==> src/design/a2f_pkg.sv <==
`timescale 1ns / 1ps
// Shared constants, types and the CORDIC step-angle table for the atan2 unit.
package a2f_pkg;

   localparam int SAMPLE_WIDTH    = 12;
   localparam int ANGLE_FRAC_BITS = 13;
   localparam int ANGLE_WIDTH     = 16;

   localparam int WORK_WIDTH   = 64;
   localparam int WORK_FRAC    = 62;
   localparam int CORDIC_STEPS = 62;
   // leading one of the larger operand is placed at this bit
   localparam int NORM_TOP     = 60;

   localparam int MSB_WIDTH   = (SAMPLE_WIDTH > 1) ? $clog2(SAMPLE_WIDTH) : 1;
   localparam int SHIFT_WIDTH = $clog2(NORM_TOP + 1);
   localparam int ROUND_SHIFT = WORK_FRAC - ANGLE_FRAC_BITS;

   typedef logic [WORK_WIDTH-1:0]   work_type;
   typedef logic [SAMPLE_WIDTH-1:0] mag_type;
   typedef logic [ANGLE_WIDTH-1:0]  angle_type;
   typedef work_type                step_table_type [CORDIC_STEPS];

   localparam work_type PI_W         = 64'hC90FDAA22168C235;
   localparam work_type HALF_PI_W    = 64'h6487ED5110B4611A;
   localparam work_type QUARTER_PI_W = 64'h3243F6A8885A308D;
   localparam work_type ROUND_HALF   = work_type'(1) << (ROUND_SHIFT - 1);

   // per-request side information that rides along the pipeline
   typedef struct packed {
      logic both_zero;
      logic a_zero;
      logic swapped;
      logic dneg;
      logic nneg;
   } flags_type;

   // restoring division; only used to build the constant table below
   function automatic work_type quot_of(work_type num, work_type den);
      work_type q;
      work_type rem;
      q   = '0;
      rem = '0;
      for (int b = WORK_WIDTH - 1; b >= 0; b--) begin
         rem = {rem[WORK_WIDTH-2:0], num[b]};
         if (rem >= den) begin
            rem  = rem - den;
            q[b] = 1'b1;
         end
      end
      return q;
   endfunction

   // atan(2^-i) at WORK_FRAC fraction bits, from the odd power series
   function automatic step_table_type build_step_angles();
      step_table_type tbl;
      work_type       sum;
      work_type       term;
      int             e;
      for (int i = 0; i < CORDIC_STEPS; i++) begin
         sum = '0;
         for (int k = 0; k < 32; k++) begin
            e = (2 * k + 1) * i;
            if (i != 0 && e <= WORK_FRAC) begin
               term = quot_of(work_type'(1) << (WORK_FRAC - e), work_type'(2 * k + 1));
               if (k[0]) begin
                  sum = sum - term;
               end else begin
                  sum = sum + term;
               end
            end
         end
         tbl[i] = (i == 0) ? QUARTER_PI_W : sum;
      end
      return tbl;
   endfunction

   localparam step_table_type STEP_ANGLE = build_step_angles();

endpackage

==> src/design/a2f_finish.sv <==
`timescale 1ns / 1ps
// Back end: clamp, octant and quadrant restore, rounding and sign (three stages).
module a2f_finish
   import a2f_pkg::*;
(
   input  logic      clock,
   input  logic      reset,
   input  logic      en,
   input  logic      in_valid,
   input  work_type  in_z,
   input  flags_type in_flags,
   output logic      out_valid,
   output angle_type out_angle
);

   work_type            t1_in, t2_in;
   logic [WORK_WIDTH:0] sum;
   logic [WORK_WIDTH:0] shifted;
   angle_type           r;
   angle_type           angle_in;

   logic      valid1_ff, valid2_ff, valid3_ff;
   work_type  t1_ff, t2_ff;
   flags_type flags1_ff, flags2_ff;
   angle_type angle_ff;

   // stage 1: clamp to [0, pi/4] (zero when a is zero), then fold back across the diagonal
   always_comb begin
      if (in_z[WORK_WIDTH-1]) begin
         t1_in = '0;
      end else if (in_z > QUARTER_PI_W) begin
         t1_in = QUARTER_PI_W;
      end else begin
         t1_in = in_z;
      end
      if (in_flags.a_zero) begin
         t1_in = '0;
      end
      if (in_flags.swapped) begin
         t1_in = HALF_PI_W - t1_in;
      end
   end

   // stage 2: left half plane
   always_comb begin
      t2_in = flags1_ff.dneg ? (PI_W - t1_ff) : t1_ff;
   end

   // stage 3: round half up on the magnitude, then apply the numerator sign; zero for the origin
   always_comb begin
      sum      = {1'b0, t2_ff} + {1'b0, ROUND_HALF};
      shifted  = sum >> ROUND_SHIFT;
      r        = shifted[ANGLE_WIDTH-1:0];
      angle_in = flags2_ff.nneg ? (~r + angle_type'(1)) : r;
      if (flags2_ff.both_zero) begin
         angle_in = '0;
      end
   end

   always_ff @(posedge clock) begin
      if (reset) begin
         valid1_ff <= 1'b0;
         valid2_ff <= 1'b0;
         valid3_ff <= 1'b0;
      end else if (en) begin
         valid1_ff <= in_valid;
         valid2_ff <= valid1_ff;
         valid3_ff <= valid2_ff;
      end
   end

   always_ff @(posedge clock) begin
      if (en) begin
         t1_ff     <= t1_in;
         flags1_ff <= in_flags;
         t2_ff     <= t2_in;
         flags2_ff <= flags1_ff;
         angle_ff  <= angle_in;
      end
   end

   assign out_valid = valid3_ff;
   assign out_angle = angle_ff;

endmodule

==> config.mk <==
export PLATFORM = sky130hd
export DESIGN_NAME = a2f_finish
export DESIGN_NICKNAME = d
export VERILOG_FILES = /design/src/design/a2f_pkg.sv /design/src/design/a2f_finish.sv
export SDC_FILE = /design/constraint.sdc
export NUM_CORES = 1
export LEC_CHECK = 0
export ABC_AREA = 1
export BUFFER_PORTS_ARGS = -buffer_cell sky130_fd_sc_hd__buf_2
export CAP_MARGIN = 20
export CORE_AREA = 2 2 206 168
export DETAILED_ROUTE_END_ITERATION = 16
export DIE_AREA = 0 0 208 170
export GPL_TIMING_DRIVEN = 0
export SLEW_MARGIN = 20
export SYNTH_ARGS = -nofsm -noshare
export SYNTH_HDL_FRONTEND = slang
export SYNTH_SLANG_ARGS = --single-unit
export TNS_END_PERCENT = 1
==> constraint.sdc <==
create_clock -name clock -period 2.92 [get_ports clock]
set_clock_uncertainty 0.2 [all_clocks]
set_input_delay 0.146 -clock clock [delete_from_list [all_inputs] [get_ports clock]]
set_output_delay 0.146 -clock clock [all_outputs]
set_load 0.02 [all_outputs]
### After elaboration in Yosys (flattened, before gate mapping)

Index checks and enable logic that the tools add are counted.

* bits in registers: 152
* bits of input ports: 73
* output and inout bits: 17
* logic and storage cells: 23

* $add $sub $neg: 4
* magnitude comparators: 1
* multiplexer cells: 6
* bitwise logic cells: 1

Operator list (count)
* $mux 64: 4
* $add 64x49->65 const B: 1
* $gt 64x62->1 const B: 1
* $sub 63x64->64 const A: 1
* $sub 64x64->64 const A: 1
* $mux 63: 1
* $add 16x1->16 const B: 1
* $mux 16: 1
* $not 16->16: 1

### Logic depth before layout (Yosys ltp)

* word-level depth: 6
* gate-level depth with buffers: 27
* depth with buffers taken out: 26

### Worst setup path before layout

Ideal clock, no wire load.

* path type: reg2reg
* from: register t2_ff[48]
* to: register angle_ff[14], in the netlist out_angle[14] (data pin)
* setup time: 0.264 ns
* arrival time: 2.150 ns
* required time: 2.456 ns
* slack: 0.306 ns
* stages on the path, launching flop included: 13
* path buffers: 0
* period minus slack after synthesis: 2.614 ns
* cells stage by stage: edfxtp_1 -> ha_1 -> xnor2_1 -> ha_1 -> inv_1 -> nor3_1 -> inv_1 -> nor3_1 -> nand4_1 -> nor2_1 -> a21oi_1 -> o21ai_0 -> a21oi_1

* cells in the longest elaborated chain, start to end: 4

Ends and longest elaborated chain
* start: declaration: RTL line a2f_finish.sv:23 `work_type t1_ff, t2_ff;`
* start signal: assignment: RTL line a2f_finish.sv:76 `t2_ff <= t2_in;`
* $add 64x49->65 (*): RTL line a2f_finish.sv:51 `sum = {1'b0, t2_ff} + {1'b0, ROUND_HALF};`
* $not 16->16: RTL line a2f_finish.sv:54 `angle_in = flags2_ff.nneg ? (~r + angle_type'(1)) : r;`
* $add 16x1->16: RTL line a2f_finish.sv:54
* $mux 16 (*): RTL line a2f_finish.sv:54
* end signal: assignment: RTL line a2f_finish.sv:78 `angle_ff <= angle_in;`
* end: declaration: RTL line a2f_finish.sv:25 `angle_type angle_ff;`

Every way passes the cells marked *; elsewhere a longest branch is shown, timed or not.
A chain may end at the register's enable or synchronous reset.

### Worst setup path after layout

* from: input in_z[51]
* to: register t1_ff[40] (data pin)

* cells in the longest elaborated chain, start to end: 6

Ends and longest elaborated chain
* start: declaration: RTL line a2f_finish.sv:10 `input work_type in_z,`
* $gt 64x62->1 (*): RTL line a2f_finish.sv:31 `end else if (in_z > QUARTER_PI_W) begin`
* $mux 63 (*): RTL line a2f_finish.sv:31
* $mux 64 (*): RTL line a2f_finish.sv:29 `if (in_z[WORK_WIDTH-1]) begin`
* $mux 64 (*): RTL line a2f_finish.sv:36 `if (in_flags.a_zero) begin`
* $sub 63x64->64: RTL line a2f_finish.sv:40 `t1_in = HALF_PI_W - t1_in;`
* $mux 64 (*): RTL line a2f_finish.sv:39 `if (in_flags.swapped) begin`
* net t1_in[40]: RTL line a2f_finish.sv:16 `work_type t1_in, t2_in;`
* end signal: assignment: RTL line a2f_finish.sv:74 `t1_ff <= t1_in;`
* end: declaration: RTL line a2f_finish.sv:23

Mark *: on every way through the listed nets, which the timed path passes. The rest lies on a longest branch.

==> reports/qor.yml <==
synth:
  ys_ff_latch: 103
  syn_area_mm2: 0.00987
  synth_top_family_by_area: "simple AND/OR/NAND/NOR gates"
  avgSynthCellArea_um2: 6.14
  synthTopCellsByArea: "edfxtp_1, nand2_1, nor2_1"
  syn-num-nets: 1683
  synth.most_common_cell: "nand2_1"
  synthTopCellsByCount: "nand2_1, nor2_1, inv_1"
  synth-simple-area-share_pct: 42.3
  syn_inst: 1608
  synthDistinctLibCells: 49
  synthMuxAreaShare_pct: 0
  yosys.area.top_type: "edfxtp_1"
  synth_top_area_share_pct: 30.4
  async_flop_share_pct: 0
  synthAdderAreaFrac_pct: 0.253
  synth_warnings: 0
  synth_xor_area_share_pct: 5.23
  synth_compound_area_share_pct: 9.44
  synth-edff-count: 100
  synth-main-ff-cell: "edfxtp_1"
  seq_area_frac_synth_pct: 31.0
hold_path:
  hp-class: "in2reg"
setup_path:
  rr_startpoint: "t2_ff[48]"
  crit_path_start_kind: "primary input"
  cp.buffers_inverters: 4
  cp-end-kind: "register"
  slowest_delay_ns: 0.17
  critPathCapture: "t1_ff[40]"
  critPathKind: "in2reg"
  crit_top_cell: "nand2_1"
  cp_data_required_time_ns: 2.80
  reg2reg_to: "out_angle[14]"
  crit_cells: 25
  path_delay_family: "simple AND/OR/NAND/NOR gates"
  worst_ep_arrival_time_ns: 2.80
  critPathSlowestCell: "a21oi_1"
  reg2reg_setup_slack_ns: 0.14
  cp-startpoint: "in_z[51]"
  path_max_fanout: 10
  reg2reg_depth: 14
clocking:
  tritoncts: "done"
  htree_levels: 3
  cts_root_buffer: "clkbuf_16"
  clk_pin_slew_worst_paths_ns: 0.07
  clock_latency_ns: 0.36
  cts_sinks: 103
  clock_path_buffers: 2
  cts_buffers: 9
power:
  total_power_mw: 4.12
  pwr_density_cell_mw_per_mm2: 344
  ir_worst_vdd_v: 0.000291
  p_leak_nw: 5.29
floorplanning:
  core_area_mm2: 0.0332
  die_h_um: 170
  placementRows: 60
  initial_utilization_pct: 29.8
  fp.dieW_um: 208
  num_io_pins: 90
  dieArea_mm2: 0.0354
final_layout:
  drive_gt1_share_pct: 17.0
  final_area_mm2: 0.0120
  nNetsFinal: 1799
  postLayoutCoreUtil_pct: 36.1
  syn2layout_area_growth_pct: 21.3
  diodes: 0
  final_cell_count_no_fill: 2163
run:
  drv_cap: 0
placement:
  port_buffers: 89
  placed_area_mm2: 0.0109
  place_congestion: 1.00
  placedCellCount: 2132
  dp.final_hpwl_mm: 28.6
global_routing:
  grt_pass1_vias: 9897
  grt_pass1_wl_mm: 52.5
  grt_util_all_layers_pct: 19.0
  grt_max_degree: 88
  grt-ovfl-total: 0
  antenna_found_initial: 1
routing:
  drc_errors: 0
  detail_route.wirelength_mm: 34.3
  vias: 10578
  drt-initial-drc-count: 802
  viasPerCell: 4.89
  ant_nets: 0
  wl_per_cell_um: 15.8
  firstDrtPassIters: 6
outcome:
  failed_checks: "setup timing"
  run_status: "finished, violations left"
timing:
  period_share_pct: 100
  slew_violations: 0
  tightest_slew_ns: 0.792
  setup_viol: 1
  rsz0062_at_grt: "yes"
  period_needed_ns: 2.92
  fmax_mhz: 342
  hold_violations: 0
  fin_ws_ns: -0.00205
  setup_tns_ns: -0.00205
  relSlewSlack_pct: 47.2
[how the worst min path moves through the flow]
| stage | endpoint | depth (start not counted) | from |
|---|---|---|---|
| 3_5_place_dp | flags1_ff[4] | 1 | in_flags[4] |
| 3_3_place_gp | flags1_ff[0] | 1 | in_flags[0] |
| 4_1_cts | t1_ff[53] | 4 | in_z[53] |
| 6_report | t1_ff[53] | 4 | in_z[53] |
| 5_1_grt | t1_ff[53] | 4 | in_z[53] |
| 2_1_floorplan | out_valid | 1 | reset |
[power breakdown]
group	internal, mW	switching, mW
Clock	0.680	0.557
Combinational	0.320	0.693
Sequential	1.78	0.0870
[flip-flops by register name, indices dropped and copies added, names as in the netlist]
name,count
flags2_ff,2
out_valid,1
t2_ff,16
out_angle,16
t1_ff,63
flags1_ff,3
valid2_ff,1
valid1_ff,1
[metal layers]
layer | track usage [%] | share of wire [%] | vias up
met1 | 26.9 | 48 | 4794
met5 | 0 | 0 | -
met3 | 2.21 | 6.5 | 41
li1 | - | - | 5368
met2 | 30.5 | 43 | 375
met4 | 5.18 | 2.2 | 0
[worst min-delay path: cells and delay by family]
kind          cells  cell delay [ns]
simple gates      3             0.25
buf+inv           1             0.12
[layout by cell type (no fill, tap or decap), drive strengths merged, types with 2 or more instances in the layout]
| cell | netlist | routed |
|---|---|---|
| nand2 | 469 | 469 |
| nor2 | 286 | 286 |
| inv | 261 | 262 |
| nand3 | 140 | 140 |
| buf | 17 | 116 |
| edfxtp | 100 | 100 |
| a21oi | 65 | 65 |
| o21ai | 60 | 60 |
| nor3 | 49 | 49 |
| xor2 | 37 | 37 |
| nand4 | 30 | 30 |
| xnor2 | 22 | 22 |
| clkbuf | 10 | 20 |
| o31ai | 7 | 7 |
| o211ai | 6 | 6 |
| dlygate4sd3 | 0 | 6 |
| nand3b | 6 | 6 |
| o21bai | 5 | 5 |
| nor4 | 4 | 4 |
| clkinv | 2 | 4 |
| a31oi | 3 | 3 |
| and2 | 3 | 3 |
| o22ai | 3 | 3 |
| a221oi | 3 | 3 |
| o21a | 3 | 3 |
| dfxtp | 3 | 3 |
| a21boi | 3 | 3 |
| clkinvlp | 0 | 2 |
| o2111ai | 2 | 2 |
| and3 | 2 | 2 |
| ha | 2 | 2 |
[stage by stage]
| step | worst slack (ns) | hold WS (ns) |
|---|---|---|
| after global routing | -0.171 | 0.0895 |
| after global placement | -0.608 | 0.122 |
| after floorplan | 0.306 | 0.0151 |
| final | -0.00205 | 0.0732 |
| after CTS | -0.0578 | 0.0585 |
| after detailed placement | -0.648 | 0.132 |
[what timing repair did]
action | 4_1_cts | 5_1_grt
pin swaps | 2 | 22
hold buffers | 6 | 0
endpoints found under the hold margin | 23 | 0
buffers inserted | 1 | 8
resized for setup | 47 | 138
gates cloned | 0 | 0
endpoints found under the setup margin | 37 | 50
[cell type report]
class / count / area [µm²]
timing repair buffer: 105 / 607
clock buffer: 10 / 229
sequential: 103 / 3060
fill: 3645 / 21200
buffer: 27 / 188
multi-input combinational: 1215 / 6270
clock inverter: 6 / 80.1
inverter: 263 / 991
tap: 434 / 543
[cells by family (layout without fill, tap and decap cells)]
logic type	after synthesis	count (layout)
AO/OA/AOI/OAI	163	163
AND/OR/NAND/NOR	990	990
XOR/XNOR	59	59
buffers and inverters	290	411
other	1	1
flip-flops	103	103
adder cells (fa/ha/maj)	2	2
(Power assumes the default switching activity.)
